--- config.mk ---
export PLATFORM = sky130hd
export DESIGN_NAME = hamming_encode_correct_unit
export DESIGN_NICKNAME = d
export VERILOG_FILES = /design/src/hdl/hec_pkg.sv /design/src/hdl/hec_cfg.sv /design/src/hdl/hec_xcode.sv /design/src/hdl/hamming_encode_correct_unit.sv
export SDC_FILE = /design/constraint.sdc
export NUM_CORES = 1
export LEC_CHECK = 0
export ABC_AREA = 1
export BUFFER_PORTS_ARGS = -buffer_cell sky130_fd_sc_hd__buf_2
export CAP_MARGIN = 20
export CORE_MARGIN = 1
export CORE_UTILIZATION = 58
export DETAILED_ROUTE_END_ITERATION = 12
export GPL_ROUTABILITY_DRIVEN = 0
export GPL_TIMING_DRIVEN = 0
export PLACE_DENSITY = 0.79
export SKIP_LAST_GASP = 1
export SLEW_MARGIN = 0
export SYNTH_ARGS = -nofsm -noshare
export SYNTH_HDL_FRONTEND = slang
export SYNTH_SLANG_ARGS = --single-unit
export TNS_END_PERCENT = 100
--- constraint.sdc ---
create_clock -name clk -period 22.3 [get_ports clk]
set_clock_uncertainty 0.15 [all_clocks]
set_input_delay 1.115 -clock clk [delete_from_list [all_inputs] [get_ports clk]]
set_output_delay 1.115 -clock clk [all_outputs]
set_load 0.02 [all_outputs]
--- src/hdl/hec_pkg.sv ---
// ----------------------------------------------------------------------------
// hec_pkg
// Types, constants and constant functions shared by the Hamming coder files.
// ----------------------------------------------------------------------------
package hec_pkg;

  localparam int CODE_W  = 63;  // codeword bits, bit k-1 holds position k
  localparam int POS_W   = 6;   // width of a position / syndrome
  localparam int CFG_W   = 6;   // width of the data length register
  localparam int IN_TDATA_W  = 64;
  localparam int OUT_TDATA_W = 72;

  localparam logic ACTION_ENCODE = 1'b0;
  localparam logic ACTION_CHECK  = 1'b1;

  localparam logic [CFG_W-1:0] DATA_BITS_RESET = 6'd57;

  typedef logic [CODE_W-1:0] code_t;
  typedef logic [POS_W-1:0]  pos_t;

  typedef struct packed {
    logic uncorrectable;
    logic error_found;
    pos_t error_position;
    code_t code_word;
  } result_t;

  // Least r with 2^r >= m + r + 1.
  function automatic int parity_cnt(int m);
    int r;
    r = 0;
    for (int i = 0; i < 8; i++) begin
      if ((1 << r) < m + r + 1) begin
        r = r + 1;
      end
    end
    return r;
  endfunction

  // Largest data length whose codeword fits in lim bits.
  function automatic int max_data(int lim);
    int best;
    best = 1;
    for (int m = 1; m <= 63; m++) begin
      if (m + parity_cnt(m) <= lim) begin
        best = m;
      end
    end
    return best;
  endfunction

  // Positions whose index has bit i set.
  function automatic code_t col_mask(int i);
    code_t msk;
    for (int k = 1; k <= CODE_W; k++) begin
      msk[k-1] = k[i];
    end
    return msk;
  endfunction

  // Data bit index carried at non-power-of-two position k.
  function automatic int data_index(int k);
    int p;
    p = 0;
    for (int i = 0; i < POS_W; i++) begin
      if ((1 << i) <= k) begin
        p = p + 1;
      end
    end
    return k - 1 - p;
  endfunction

  function automatic pos_t syndrome(code_t cw);
    pos_t s;
    for (int i = 0; i < POS_W; i++) begin
      s[i] = ^(cw & col_mask(i));
    end
    return s;
  endfunction

endpackage

--- src/hdl/hec_cfg.sv ---
// ----------------------------------------------------------------------------
// hec_cfg
// Data length register; keeps the clamped codeword length and its bit mask.
// ----------------------------------------------------------------------------
module hec_cfg import hec_pkg::*; #(
  parameter int MAX_CODE_BITS = 63
) (
  input  logic             clk,
  input  logic             rst_n,
  input  logic             cfg_valid,
  output logic             cfg_ready,
  input  logic [CFG_W-1:0] cfg_data,
  output pos_t             code_len,
  output code_t            code_mask
);

  localparam int CODE_LIM = (MAX_CODE_BITS > 63) ? 63 : MAX_CODE_BITS;
  localparam int M_MAX    = max_data(CODE_LIM);
  localparam int N_RESET  = ((int'(DATA_BITS_RESET) > M_MAX) ? M_MAX : int'(DATA_BITS_RESET))
                            + parity_cnt((int'(DATA_BITS_RESET) > M_MAX) ? M_MAX
                                         : int'(DATA_BITS_RESET));

  logic [CFG_W-1:0] m_eff;
  pos_t  n_r, n_nxt;
  code_t mask_r, mask_nxt;

  assign cfg_ready = 1'b1;

  always_comb begin
    m_eff = cfg_data;
    if (m_eff == '0) begin
      m_eff = CFG_W'(1);
    end
    if (int'(m_eff) > M_MAX) begin
      m_eff = CFG_W'(M_MAX);
    end
    n_nxt    = POS_W'(int'(m_eff) + parity_cnt(int'(m_eff)));
    mask_nxt = {CODE_W{1'b1}} >> (CODE_W'(CODE_W) - CODE_W'(n_nxt));
  end

  always_ff @(posedge clk) begin
    if (!rst_n) begin
      n_r    <= POS_W'(N_RESET);
      mask_r <= {CODE_W{1'b1}} >> (CODE_W - N_RESET);
    end else if (cfg_valid) begin
      n_r    <= n_nxt;
      mask_r <= mask_nxt;
    end
  end

  assign code_len  = n_r;
  assign code_mask = mask_r;

endmodule

--- src/hdl/hec_xcode.sv ---
// ----------------------------------------------------------------------------
// hec_xcode
// Encode or check/correct one word: bit spreading, parity XOR trees, flip.
// ----------------------------------------------------------------------------
module hec_xcode import hec_pkg::*; (
  input  logic    action,
  input  code_t   word,
  input  pos_t    code_len,
  input  code_t   code_mask,
  output result_t result
);

  code_t spread;
  code_t enc_cw;
  code_t chk_cw;
  pos_t  enc_s;
  pos_t  chk_s;
  code_t flip;

  // Data bits land on every position that is not a power of two; bits that
  // fall beyond n are cleared by the mask.
  always_comb begin
    spread = '0;
    for (int k = 1; k <= CODE_W; k++) begin
      if ((k & (k - 1)) != 0) begin
        spread[k-1] = word[data_index(k)];
      end
    end
  end

  always_comb begin
    enc_cw = spread & code_mask;
    enc_s  = syndrome(enc_cw);
    for (int i = 0; i < POS_W; i++) begin
      enc_cw[(1 << i) - 1] = enc_s[i];
    end
    enc_cw = enc_cw & code_mask;

    chk_cw = word & code_mask;
    chk_s  = syndrome(chk_cw);
    flip   = '0;
    if (chk_s != '0 && chk_s <= code_len) begin
      flip = code_t'(1) << (chk_s - POS_W'(1));
    end
  end

  always_comb begin
    unique case (action)
      ACTION_ENCODE: begin
        result.code_word      = enc_cw;
        result.error_position = '0;
        result.error_found    = 1'b0;
        result.uncorrectable  = 1'b0;
      end
      ACTION_CHECK: begin
        result.code_word      = chk_cw ^ flip;
        result.error_position = chk_s;
        result.error_found    = (chk_s != '0);
        result.uncorrectable  = (chk_s > code_len);
      end
      default: begin
        result = '0;
      end
    endcase
  end

endmodule

--- src/hdl/hamming_encode_correct_unit.sv ---
// ----------------------------------------------------------------------------
// hamming_encode_correct_unit
// Even-parity Hamming single-error-correcting encoder and checker.
// ----------------------------------------------------------------------------
// Usage:
//   cfg_*  : write the data length m (1..57 by default); takes effect on the
//            next request. Write only while no request is in flight.
//   in_*   : one request per handshake. in_tuser selects encode (0) or
//            check/correct (1); in_tdata carries the data word or codeword.
//   out_*  : one result per request, in order: codeword, syndrome, error
//            found and uncorrectable flags.
// A request passes one input register, the XOR trees and one result register
// before out_tvalid. Throughput is one request per cycle while out_tready is
// high; both registers advance together when the result is taken.
// When out_tready is low the result holds, the input register still fills
// once, and in_tready then drops until the result is taken.
// Reset clears both valid flags and sets m to 57.
// ----------------------------------------------------------------------------
module hamming_encode_correct_unit import hec_pkg::*; #(
  parameter int MAX_CODE_BITS = 63
) (
  input  logic                   clk,
  input  logic                   rst_n,
  input  logic                   cfg_valid,
  output logic                   cfg_ready,
  input  logic [CFG_W-1:0]       cfg_data,       // data_bits
  input  logic                   in_tvalid,
  output logic                   in_tready,
  input  logic [IN_TDATA_W-1:0]  in_tdata,       // word[62:0], pad
  input  logic                   in_tuser,       // action
  output logic                   out_tvalid,
  input  logic                   out_tready,
  output logic [OUT_TDATA_W-1:0] out_tdata       // code_word, error_position,
                                                 // error_found, uncorrectable, pad
);

  pos_t    code_len;
  code_t   code_mask;
  result_t result;

  logic    s1_valid_r;
  logic    s1_action_r;
  code_t   s1_word_r;
  logic    out_valid_r;
  result_t out_res_r;
  logic    out_adv;

  hec_cfg #(
    .MAX_CODE_BITS(MAX_CODE_BITS)
  ) u_cfg (
    .clk      (clk),
    .rst_n    (rst_n),
    .cfg_valid(cfg_valid),
    .cfg_ready(cfg_ready),
    .cfg_data (cfg_data),
    .code_len (code_len),
    .code_mask(code_mask)
  );

  hec_xcode u_xcode (
    .action   (s1_action_r),
    .word     (s1_word_r),
    .code_len (code_len),
    .code_mask(code_mask),
    .result   (result)
  );

  assign out_adv   = !out_valid_r || out_tready;
  assign in_tready = !s1_valid_r || out_adv;

  always_ff @(posedge clk) begin
    if (!rst_n) begin
      s1_valid_r <= 1'b0;
    end else if (in_tready) begin
      s1_valid_r <= in_tvalid;
    end
  end

  always_ff @(posedge clk) begin
    if (in_tready && in_tvalid) begin
      s1_action_r <= in_tuser;
      s1_word_r   <= in_tdata[CODE_W-1:0];
    end
  end

  always_ff @(posedge clk) begin
    if (!rst_n) begin
      out_valid_r <= 1'b0;
    end else if (out_adv) begin
      out_valid_r <= s1_valid_r;
    end
  end

  always_ff @(posedge clk) begin
    if (out_adv && s1_valid_r) begin
      out_res_r <= result;
    end
  end

  assign out_tvalid = out_valid_r;
  assign out_tdata  = {1'b0, out_res_r.uncorrectable, out_res_r.error_found,
                       out_res_r.error_position, out_res_r.code_word};

endmodule

## Word-level counts from Yosys, hierarchy flattened

Cells that the tools add are included.

| word-level totals | value |
|---|---|
| input port bits | 76 |
| output and inout port bits | 75 |
| bits in registers | 206 |
| word-level logic and storage cells | 93 |

| cells by class | value |
|---|---|
| reductions and logical operators | 21 |
| multiplexer cells | 12 |
| $add $sub $neg | 25 |
| bitwise logic cells | 5 |
| shift-type cells | 9 |
| magnitude comparators | 11 |

Operators with widths:

| operator | count |
|---|---|
| 63-bit parity | 12 |
| 32-bit by 2-bit adder with 32-bit output, second input constant | 12 |
| 32-bit < comparator | 7 |
| 7-bit by 32-bit adder with 32-bit output | 6 |
| 32-bit 2-to-1 mux | 6 |
| 1-bit by 32-bit << shifter with 32-bit output, first input constant | 6 |
| 63-bit AND | 3 |
| 71-bit case mux with 2 select lines | 1 |
| 63-bit 2-to-1 mux | 1 |
| 1-bit by 6-bit << shifter with 63-bit output, first input constant | 1 |
| 63-bit by 63-bit >> shifter with 63-bit output, first input constant | 1 |
| 63-bit bitwise XOR | 1 |
| 2-bit by 32-bit < comparator with 1-bit output, first input constant | 1 |
| 1-bit by 1-bit << shifter with 32-bit output, first input constant | 1 |
| 6-bit 2-to-1 mux | 3 |
| 6-bit by 1-bit adder with 7-bit output | 1 |
| 6-bit by 1-bit adder with 7-bit output, second input constant | 1 |
| 6-bit by 6-bit subtractor with 7-bit output, first input constant | 1 |
| 6-bit by 2-bit adder with 6-bit output, second input constant | 1 |
| 6-bit adder | 1 |
| 6-bit greater-than comparator | 1 |
| 6-bit greater-than comparator, second input constant | 1 |
| 6-bit <= comparator | 1 |
| 6-bit logical NOT | 1 |
| other kinds (8) | 12 |

## Depth between registers and ports, before layout

Gate-level depths: netlist of the first run.

| depth | value |
|---|---|
| depth in word-level cells | 38 |
| mapped depth | 123 |
| gate-level depth less buffers | 121 |

## Modules after synthesis

Synthesis of the first run repeated with hierarchy kept, for this count alone.

| second synthesis, totals | value |
|---|---|
| cells, all modules | 2336 |
| area total of the unflattened synthesis | 16907.5 µm² |

Modules (own cells, without submodules):

| module | cells an instance | seq. area each (µm²) | area an instance (µm²) | times used |
|---|---|---|---|---|
| hec_xcode | 1354 | 0.0 | 6790.3 | 1 |
| hec_cfg | 832 | 1361.3 | 5957.0 | 1 |
| hamming_encode_correct_unit | 150 | 4093.9 | 4160.2 | 1 |

## Least setup slack after synthesis of the first run

Ideal clock, no wire load.

| timing path | value |
|---|---|
| path type | input to register |
| start | in cfg_data[5] |
| end | reg u_cfg.mask_r[50] (netlist: u_cfg.code_mask[50]) |
| setup time | 0.070 ns |
| required time | 22.080 ns |
| stages | 106 |
| arrival | 19.076 ns |
| buffers on the path | 2 |
| slack | 3.004 ns |
| cell sequence | buf_2 -> o21ai_1 -> nor2_1 -> inv_1 -> nand2_1 -> inv_1 -> ha_1 -> nand3_1 -> inv_1 -> nor3_1 -> and3_1 -> inv_1 -> ha_1 -> ha_1 -> ha_1 -> inv_1 -> ha_1 -> a21oi_1 -> [70 not listed] -> ha_1 -> a21oi_1 -> o21ai_0 -> a21oi_1 -> nand2_1 -> nand2_1 -> o21ai_0 -> ha_1 -> a21oi_1 -> inv_1 -> a21oi_1 -> inv_1 -> a21o_1 -> xor2_1 -> nor2_1 -> clkbuf_1 -> nand2_1 -> o21ai_1 |

| between the ends | value |
|---|---|
| longest elaborated chain between the ends | 38 |
| elaborated cells on any way between the ends | 52 |
| classes of those cells | add/sub: 24; order compare: 9; shift: 8; mux: 10; reduce/logical: 1 |

Ends and longest elaborated chain:

| what | RTL line | source |
|---|---|---|
| start, declared | hamming_encode_correct_unit.sv:26 | `input logic [CFG_W-1:0] cfg_data,` |
| 6-bit logical NOT | hec_cfg.sv:31 | `if (m_eff == '0) begin` |
| 6-bit 2-to-1 mux * | hec_cfg.sv:31 |  |
| 6-bit greater-than comparator | hec_cfg.sv:34 | `if (int'(m_eff) > M_MAX) begin` |
| 6-bit 2-to-1 mux * | hec_cfg.sv:34 |  |
| 6-bit by 1-bit adder with 7-bit output | hec_pkg.sv:33 | `if ((1 << r) < m + r + 1) begin` |
| 2-bit by 32-bit < comparator with 1-bit output | hec_pkg.sv:33 |  |
| 1-bit 2-to-1 mux | hec_pkg.sv:33 |  |
| 6-bit by 1-bit adder with 7-bit output | hec_pkg.sv:33 |  |
| [22 not listed] | - |  |
| 32-bit 2-to-1 mux | hec_pkg.sv:33 |  |
| 7-bit by 32-bit adder with 32-bit output | hec_pkg.sv:33 |  |
| 32-bit by 2-bit adder with 32-bit output | hec_pkg.sv:33 |  |
| 32-bit < comparator | hec_pkg.sv:33 |  |
| 6-bit 2-to-1 mux | hec_pkg.sv:33 |  |
| 6-bit adder * | hec_cfg.sv:37 | `n_nxt = POS_W'(int'(m_eff) + parity_cnt(int'(m_eff)));` |
| 6-bit by 6-bit subtractor with 7-bit output * | hec_cfg.sv:38 | `mask_nxt = {CODE_W{1'b1}} >> (CODE_W'(CODE_W) - CODE_W'(n_nxt));` |
| 63-bit by 63-bit >> shifter with 63-bit output * | hec_cfg.sv:38 |  |
| end signal, assigned | hec_cfg.sv:44 | `mask_r <= {CODE_W{1'b1}} >> (CODE_W - N_RESET);` |
| end signal, assigned | hec_cfg.sv:47 | `mask_r <= mask_nxt;` |
| end, declared | hec_cfg.sv:25 | `code_t mask_r, mask_nxt;` |

Every way passes the cells marked *; elsewhere a longest branch is shown, timed or not.
A chain may end at the register's enable or synchronous reset.

## Worst setup path after layout of the first run

| timing path | value |
|---|---|
| start | in cfg_data[5] |
| end | reg u_cfg.mask_r[13] (netlist: u_cfg.code_mask[13]) |

The elaborated chain is that of the path after synthesis.

==> results.cfg, run 1 <==
[die]
die-width_um = 163.1
start_util_pct = 59.45
io_pins = 151
die_y_um = 163.1
rows = 58
core_area_um2 = 25330
floorplan.die_area_um2 = 26610

[worst_hold_path]
hold_start = u_cfg.code_mask[39]$_SDFFE_PN1P_
min_path_type = reg -> reg

[global_route]
gr-total-overflow = 0
antenna_found_initial = 0
grt_pass1_wl_um = 66230
grt_pass1_vias = 12660
grt_max_degree = 36
grt.total_usage_pct = 32.22

[sta]
timing.hold.ws_ns = 0.3586
slew_violations = 0
final_hold_viol_count = 0
relSlewSlack_pct = 50.23
fin_crit_sh_pct = 93.94
setup-tns-final_ns = 0
worstMarginPinSlew_ns = 0.7466
setup_viol = 0
fin_crit_ns = 20.95
max_freq_ghz = 0.04774

[synthesis]
yosysWarnings = 0
synthDistinctLibCells = 53
netlist_instances = 1832
syn_area_um2 = 15060
yosysSeqAreaShare_pct = 36.23
syn_avg_cell_area_um2 = 8.219
ys_ff_latch = 205

[worst_setup_path]
slowest_delay_ns = 0.56
critPathMostFrequentCell = ha_1
worstReg2RegStart = u_cfg.code_mask[62]$_SDFFE_PN1P_
endpoint_kind = flip-flop
r2r_slack_ns = 16.57
worstPathMaxFanout = 9
critPathLaunch = cfg_data[5]
critPathLaunchType = input pin
required_ns = 22.57
crit_type = in -> reg
critPathSlowestCell = xor2_1
crit_arrival_ns = 21.22

[cells_and_area]
syn_to_final_growth_pct = 13.69
final_area_um2 = 17120
multi_input_area_um2 = 8806
drive_gt1_share_pct = 13.07
n_antenna_cell = 0
nFillCells = 2038
seqCellArea_um2 = 5455
nets = 2196

[placement]
dpl_cell_area_um2 = 16280
port_buffers = 144
dp_hpwl_um = 34150

[route]
drt_iter0_markers = 1458
drc = 0
via_per_inst = 5.731
ant_nets = 0
vias = 13510
firstDrtPassIters = 7
avgRoutedWirePerCell_um = 18.38
routed_wirelength_um = 43340

[clock_tree]
cts_tree = yes
cts_buffer_depth = 3
clock_latency_ns = 0.53
clk_pin_slew_worst_paths_ns = 0.07
cts_root_buf = clkbuf_16
cts.sinks = 205
cts_buffers = 22
htreeDepth = 1

[job]
cap_violations = 0

[status]
outcome = finished clean
cells by family (layout without fill, tap and decap cells):
family                   after synthesis  after routing  synth area share (%)
AND/OR/NAND/NOR                      730            730                 21.02
XOR/XNOR                             325            325                 18.95
AO/OA/AOI/OAI                        231            231                 8.401
buffers and inverters                231            422                 6.066
flip-flops                           205            205                 36.23
adder cells (fa/ha/maj)              108            108                 9.274
other                                  2              7               0.04988
synth_stat cells, drive strengths merged:
library cell / instances / share of area (%)
dfxtp: 70 / 9.3
nor3b: 2 / 0.10
or4: 1 / 0.050
xnor2: 188 / 11
fa: 6 / 0.80
a221oi: 1 / 0.10
nand4: 22 / 1.1
o31ai: 2 / 0.10
a21o: 4 / 0.20
buf: 10 / 0.56
edfxtp: 135 / 27
clkbuf: 44 / 1.1
o211ai: 4 / 0.23
o32ai: 3 / 0.17
a31oi: 1 / 0.042
a31o: 1 / 0.058
and3: 2 / 0.083
nor2: 145 / 3.7
nor3: 25 / 0.83
or2: 2 / 0.083
o21bai: 2 / 0.10
nand3b: 1 / 0.050
nand3: 95 / 3.6
o22ai: 13 / 0.54
o21a: 3 / 0.15
conb: 2 / 0.050
a22oi: 4 / 0.20
and2: 2 / 0.083
nor4: 2 / 0.083
o21ai: 98 / 3.3
inv: 173 / 4.3
ha: 102 / 8.5
nand2: 431 / 11
xor2: 137 / 8.0
a2111oi: 1 / 0.058
a211oi: 1 / 0.050
clkinv: 4 / 0.10
a21oi: 93 / 3.1
sequential cells by signal, summed over array words and instances, names as in the netlist:
signal,cells
out_tdata,71
s1_word_r,63
u_cfg.code_mask,63
u_cfg.code_len,5
out_tvalid,1
s1_action_r,1
s1_valid_r,1
cells in the final DEF (no fill, tap or decap), drive strengths merged, types with 2 or more instances in the layout:
master | synthesis | layout
nand2 | 431 | 431
xnor2 | 188 | 188
inv | 173 | 174
buf | 10 | 161
nor2 | 145 | 145
xor2 | 137 | 137
edfxtp | 135 | 135
ha | 102 | 102
o21ai | 98 | 98
nand3 | 95 | 95
a21oi | 93 | 93
clkbuf | 44 | 71
dfxtp | 70 | 70
nor3 | 25 | 25
nand4 | 22 | 22
o22ai | 13 | 13
clkinv | 4 | 12
conb | 2 | 7
fa | 6 | 6
a21o | 4 | 4
a22oi | 4 | 4
o211ai | 4 | 4
o21a | 3 | 3
o32ai | 3 | 3
or2 | 2 | 2
nor4 | 2 | 2
clkinvlp | 0 | 2
nor3b | 2 | 2
and2 | 2 | 2
and3 | 2 | 2
o21bai | 2 | 2
o31ai | 2 | 2
bufinv | 0 | 2
routing by layer:
layer	share of wire, %	GRT usage [%]	vias to the layer above
met2	45	52.69	783
li1	-	-	6356
met1	39	40.56	6217
met5	0	0	-
met3	11	6.044	158
met4	5.8	16.40	0
critical path: cells and delay by family:
kind            cells  cell delay, ns
buf+inv            16            1.77
fa+ha+maj          22            6.63
xor+xnor            6            1.78
compound gates     28            5.40
simple gates       33            4.45
through the flow:
step / utilization, % / setup WS (ns) / cells
finish: 67.59 / 1.351 / 2358
global route: 67.59 / -0.03458 / 2358
CTS: 67.08 / 0.2677 / 2354
detailed placement: 64.28 / -0.1760 / 2314
global placement: 64.00 / 0.3447 / 2311
floorplan: - / 3.004 / 1837
what timing repair did:
item	in CTS	in global routing
hold buffers	0	0
buffers inserted	0	4
setup endpoints to repair	0	65
gates resized for setup	0	22
area by class of cell:
cell class / count / area share (%)
buffer: 54 / 1.469
clock buffer: 27 / 3.384
clock inverter: 13 / 0.7602
inverter: 177 / 3.925
multi-input combinational: 1401 / 51.44
sequential: 205 / 31.87
tap: 330 / 2.412
timing repair buffer: 151 / 4.736
worst paths after layout:
path                                       to  cells after the start
max reg2reg           out_tdata[22]$_DFFE_PP_                     21
min reg2reg  u_cfg.code_mask[39]$_SDFFE_PN1P_                      2
min          u_cfg.code_mask[39]$_SDFFE_PN1P_                      2
max          u_cfg.code_mask[13]$_SDFFE_PN1P_                    105
Power of run 1 is left out: the tool's default activity adds up to more than one toggle a clock period on the data nets, which glitch-free logic cannot reach.
==> inputs of run 2 (changes only) <==
--- a/config.mk
+++ b/config.mk
@@ -6,7 +6,7 @@
 export NUM_CORES = 1
 export LEC_CHECK = 0
 export ABC_AREA = 1
-export BUFFER_PORTS_ARGS = -buffer_cell sky130_fd_sc_hd__buf_2
+export BUFFER_PORTS_ARGS = -buffer_cell sky130_fd_sc_hd__buf_4
 export CAP_MARGIN = 20
 export CORE_MARGIN = 1
 export CORE_UTILIZATION = 58
==> constraint.sdc (replaced) <==
create_clock -name clk -period 24 [get_ports clk]
set_clock_uncertainty 0.15 [all_clocks]
set_input_delay 1.2 -clock clk [delete_from_list [all_inputs] [get_ports clk]]
set_output_delay 1.2 -clock clk [all_outputs]
set_load 0.02 [all_outputs]
==> results.cfg, run 2 (same netlist as run 1, synthesis figures left out) <==
[clock_tree]
cts_buffer_depth = 3
cts_root_buf = clkbuf_16
htreeDepth = 1
cts_tree = yes
cts_buffers = 22
clk_pin_slew_worst_paths_ns = 0.06
clock_latency_ns = 0.52
cts.sinks = 205

[cells_and_area]
nets = 2193
nFillCells = 1927
syn_to_final_growth_pct = 15.65
final_cell_mix = nand2_1 (407), xnor2_1 (188), inv_1 (163)
largest_reg_flops = 71
final_common_cell = nand2_1
n_antenna_cell = 0
drive_gt1_share_pct = 12.44

[worst_setup_path]
worstRegToRegCells = 21
worstPathMaxFanout = 10
cp.depth = 107
timing.rr.end = out_tdata[18]$_DFFE_PP_
endpoint = u_cfg.code_mask[54]$_SDFFE_PN1P_
r2r_slack_ns = 18.14
critPathLaunchType = input pin
endpoint_kind = flip-flop
required_ns = 24.28
critPathMostFrequentCell = ha_1
critPathLaunch = cfg_data[3]
path_buf_inv = 17
worstReg2RegStart = u_cfg.code_mask[62]$_SDFFE_PN1P_
crit_arrival_ns = 22.38
critPathSlowestCell = a21oi_1
slowest_delay_ns = 0.48
crit_type = in -> reg
cpLargestDelayFamily = adder cells

[die]
floorplan.die_area_um2 = 26610
core_area_um2 = 25330
die-width_um = 163.1
die_y_um = 163.1
io_pins = 151
start_util_pct = 59.45
rows = 58

[status]
outcome = finished clean

[sta]
max_freq_ghz = 0.04525
slew_violations = 0
setup_viol = 0
fin_crit_ns = 22.10
fin_crit_sh_pct = 92.08
setup-tns-final_ns = 0
final_hold_viol_count = 0
worstMarginPinSlew_ns = 0.7478
rsz0062_at_grt = false
relSlewSlack_pct = 50.15

[route]
drc = 0
firstDrtPassIters = 8
drt_iter0_markers = 1645
via_per_inst = 5.711
ant_nets = 0
vias = 13450
avgRoutedWirePerCell_um = 18.54
routed_wirelength_um = 43670

[job]
cap_violations = 0

[global_route]
grt_pass1_vias = 12780
gr-total-overflow = 0
antenna_found_initial = 0
grt.total_usage_pct = 32.80
grt_max_degree = 43
grt_pass1_wl_um = 67140

[placement]
port_buffers = 144
dp_hpwl_um = 34690

[worst_hold_path]
min_path_type = reg -> reg
==> run 2: changes by cell type in the layout (fill, tap and decap cells not counted), sizes merged <==
cell      before  now
clkinv        12   10
clkinvlp       2    0
buf          161  158
clkbuf        71   76
inv          174  173
==> run 2: worst min path at each step <==
stage,from,end,slack (ns),cells past startpoint
2_1_floorplan,u_cfg.code_len[1]$_SDFFE_PN1P_,u_cfg.code_len[1]$_SDFFE_PN1P_,0.29,2
3_3_place_gp,s1_valid_r$_SDFFE_PN0N_,out_tvalid$_SDFFE_PN0P_,0.31,2
3_5_place_dp,u_cfg.code_mask[61]$_SDFFE_PN1P_,u_cfg.code_mask[61]$_SDFFE_PN1P_,0.34,2
4_1_cts,u_cfg.code_mask[61]$_SDFFE_PN1P_,u_cfg.code_mask[61]$_SDFFE_PN1P_,0.36,2
5_1_grt,u_cfg.code_len[3]$_SDFFE_PN1P_,u_cfg.code_len[3]$_SDFFE_PN1P_,0.38,2
6_report,u_cfg.code_mask[61]$_SDFFE_PN1P_,u_cfg.code_mask[61]$_SDFFE_PN1P_,0.35,2
==> run 2: repair_timing <==
item                                    CTS  global route
buffers inserted                          0             0
endpoints found under the setup margin    0            16
resized for setup                         0             2
hold buffers                              0             0
==> run 2: worst reg2reg max path, cell delays in order (launching register included) <==
cell      delay, ns
dfxtp_1        0.43
nand2_1        0.18
xnor2_1        0.35
xor2_1         0.30
xor2_1         0.26
xor2_1         0.32
nor2_1         0.08
nor2_1         0.43
xor2_1         0.36
clkbuf_1       0.42
ha_1           0.32
nand2_1        0.07
nor2_1         0.06
o21ai_0        0.07
a31oi_1        0.21
nor2_1         0.20
inv_1          0.06
nor2_1         0.27
clkbuf_1       0.44
nand2_1        0.27
xnor2_1        0.22
o21ai_0        0.13
==> run 2: cell type report <==
type,instances,area [µm²],area share (%)
inverter,177,664.4,3.815
sequential,205,5455,31.33
clock buffer,32,649.4,3.729
buffer,54,249.0,1.430
tap,330,412.9,2.371
multi-input combinational,1401,8723,50.10
clock inverter,8,106.4,0.6108
timing repair buffer,148,1152,6.618
==> run 2: per-layer routing <==
metal / GRT usage [%] / part of all wire [%] / vias up
met1: 41.56 / 39 / 6186
met5: 0 / 0 / -
met4: 17.33 / 5.7 / 0
li1: - / - / 6337
met3: 5.714 / 10 / 158
met2: 53.40 / 45 / 768
==> run 2: through the flow <==
stage          utilization (%)  setup WS, ns  hold slack (ns)  std cells  cell area [µm²]
6_report                 68.75         1.901           0.3543       2355            17410
5_1_grt                  68.75       0.09269           0.3765       2355            17410
4_1_cts                  68.69         1.763           0.3568       2354            17400
3_5_place_dp             65.71         1.271           0.3396       2314            16640
3_3_place_gp             65.42         1.984           0.3081       2311            16570
2_1_floorplan                -         4.619           0.2926       1837            15080
Power of run 2 is left out for the same reason.
==> inputs of run 3 (changes only) <==
--- a/config.mk
+++ b/config.mk
@@ -10,10 +10,11 @@
 export CAP_MARGIN = 20
 export CORE_MARGIN = 1
 export CORE_UTILIZATION = 58
+export CTS_BUF_LIST = sky130_fd_sc_hd__clkbuf_8
 export DETAILED_ROUTE_END_ITERATION = 12
 export GPL_ROUTABILITY_DRIVEN = 0
 export GPL_TIMING_DRIVEN = 0
-export PLACE_DENSITY = 0.79
+export PLACE_DENSITY = 0.88
 export SKIP_LAST_GASP = 1
 export SLEW_MARGIN = 0
 export SYNTH_ARGS = -nofsm -noshare
==> results.cfg, run 3 (same netlist as run 1, synthesis figures left out) <==
[status]
outcome = finished clean

[worst_hold_path]
min_path_type = reg -> reg

[clock_tree]
htreeDepth = 1
cts_buffers = 31
cts_root_buf = clkbuf_8
cts_setup_buffers = 0
cts.sinks = 205
clk_pin_slew_worst_paths_ns = 0.06
clock_latency_ns = 0.62
cts_tree = yes
cts_buffer_depth = 3

[sta]
setup_viol = 0
slew_violations = 0
rsz0062_at_grt = false
fin_crit_ns = 22.06
final_hold_viol_count = 0
setup-tns-final_ns = 0
relSlewSlack_pct = 46.74
max_freq_ghz = 0.04534
fin_crit_sh_pct = 91.90
worstMarginPinSlew_ns = 0.7933

[global_route]
grt_pass1_vias = 13290
met1_usage_pct = 39.92
top_usage_layer = met2
antenna_found_initial = 2
met2_usage_pct = 54.68
grt_pass1_wl_um = 68170
use_met3_pct = 7.313
grt_max_degree = 38
grt.total_usage_pct = 33.29
gr-total-overflow = 0

[route]
avgRoutedWirePerCell_um = 18.79
via_per_inst = 5.828
drt_iter0_markers = 1595
firstDrtPassIters = 7
vias = 13830
drc = 0
ant_nets = 0
routed_wirelength_um = 44590

[job]
cap_violations = 0

[die]
rows = 58
die-width_um = 163.1
io_pins = 151
core_area_um2 = 25330
floorplan.die_area_um2 = 26610
start_util_pct = 59.45
die_y_um = 163.1

[placement]
port_buffers = 144
dp_hpwl_um = 34750

[worst_setup_path]
cp.depth = 108
timing.rr.end = out_tdata[22]$_DFFE_PP_
endpoint = u_cfg.code_mask[52]$_SDFFE_PN1P_
critPathLaunchType = input pin
cpLargestDelayFamily = adder cells
critPathLaunch = cfg_data[3]
path_buf_inv = 18
crit_arrival_ns = 22.41
slowest_delay_ns = 0.49
critPathMostFrequentCell = ha_1
worstReg2RegStart = u_cfg.code_mask[62]$_SDFFE_PN1P_
worstRegToRegCells = 21
worstPathMaxFanout = 10
endpoint_kind = flip-flop
required_ns = 24.36
critPathSlowestCell = nor2_1
r2r_slack_ns = 18.17
crit_type = in -> reg

[cells_and_area]
nets = 2202
n_antenna_cell = 0
syn_to_final_growth_pct = 14.99
largest_reg_flops = 71
drive_gt1_share_pct = 12.82
final_cell_mix = nand2_1 (407), xnor2_1 (188), inv_1 (175)
final_common_cell = nand2_1
## run 3: cell types whose count changed in the layout (fill, tap and decap cells not counted), moves of 2 or more
cell / change
clkbuf_1: -3
clkbuf_16: -22
clkbuf_8: +31
clkinv_2: +3
clkinv_4: -2
inv_1: +12
## run 3: how the worst min path moves through the flow
| stage | startpoint | to | cells past startpoint |
|---|---|---|---|
| after CTS | u_cfg.code_len[1]$_SDFFE_PN1P_ | u_cfg.code_len[1]$_SDFFE_PN1P_ | 2 |
| final | u_cfg.code_len[1]$_SDFFE_PN1P_ | u_cfg.code_len[1]$_SDFFE_PN1P_ | 2 |
| after floorplan | u_cfg.code_len[1]$_SDFFE_PN1P_ | u_cfg.code_len[1]$_SDFFE_PN1P_ | 2 |
| after detailed placement | u_cfg.code_len[3]$_SDFFE_PN1P_ | u_cfg.code_len[3]$_SDFFE_PN1P_ | 2 |
| after global placement | s1_valid_r$_SDFFE_PN0N_ | out_tvalid$_SDFFE_PN0P_ | 2 |
| after global routing | u_cfg.code_mask[31]$_SDFFE_PN1P_ | u_cfg.code_mask[31]$_SDFFE_PN1P_ | 2 |
## run 3: final cells by class
type	instances	area, µm²
Sequential cell	205	5455
Inverter	177	664.4
Fill cell	1872	8013
Clock inverter	21	147.6
Buffer	54	249.0
Clock buffer	37	509.2
Tap cell	330	412.9
Timing Repair Buffer	148	1152
Multi-Input combinational cell	1401	8723
## run 3: metal layers
layer	share of wire, %	vias to the layer above
met5	0.029	-
met2	45	979
met4	6.7	2
met3	12	240
li1	-	6372
met1	36	6237
## run 3: what timing repair did
action | in CTS | in global routing
setup endpoints to repair | 0 | 14
hold buffers | 0 | 0
resized for setup | 0 | 2
## run 3: tightest hold or removal path: stages (launching register included)
cell     delay [ns]
dfxtp_1        0.35
a21oi_1        0.07
o21ai_0        0.06
## run 3: stage by stage
step	cell area (µm²)	utilization [%]	std cells	worst slack [ns]	hold WS, ns
2_1_floorplan	15080	-	1837	4.619	0.2926
5_1_grt	17310	68.36	2373	0.1247	0.3829
3_3_place_gp	16570	65.42	2311	2.128	0.3057
4_1_cts	17300	68.30	2372	1.782	0.3538
6_report	17310	68.36	2373	1.944	0.3619
3_5_place_dp	16640	65.71	2314	1.230	0.3200
Power of run 3 is left out for the same reason.
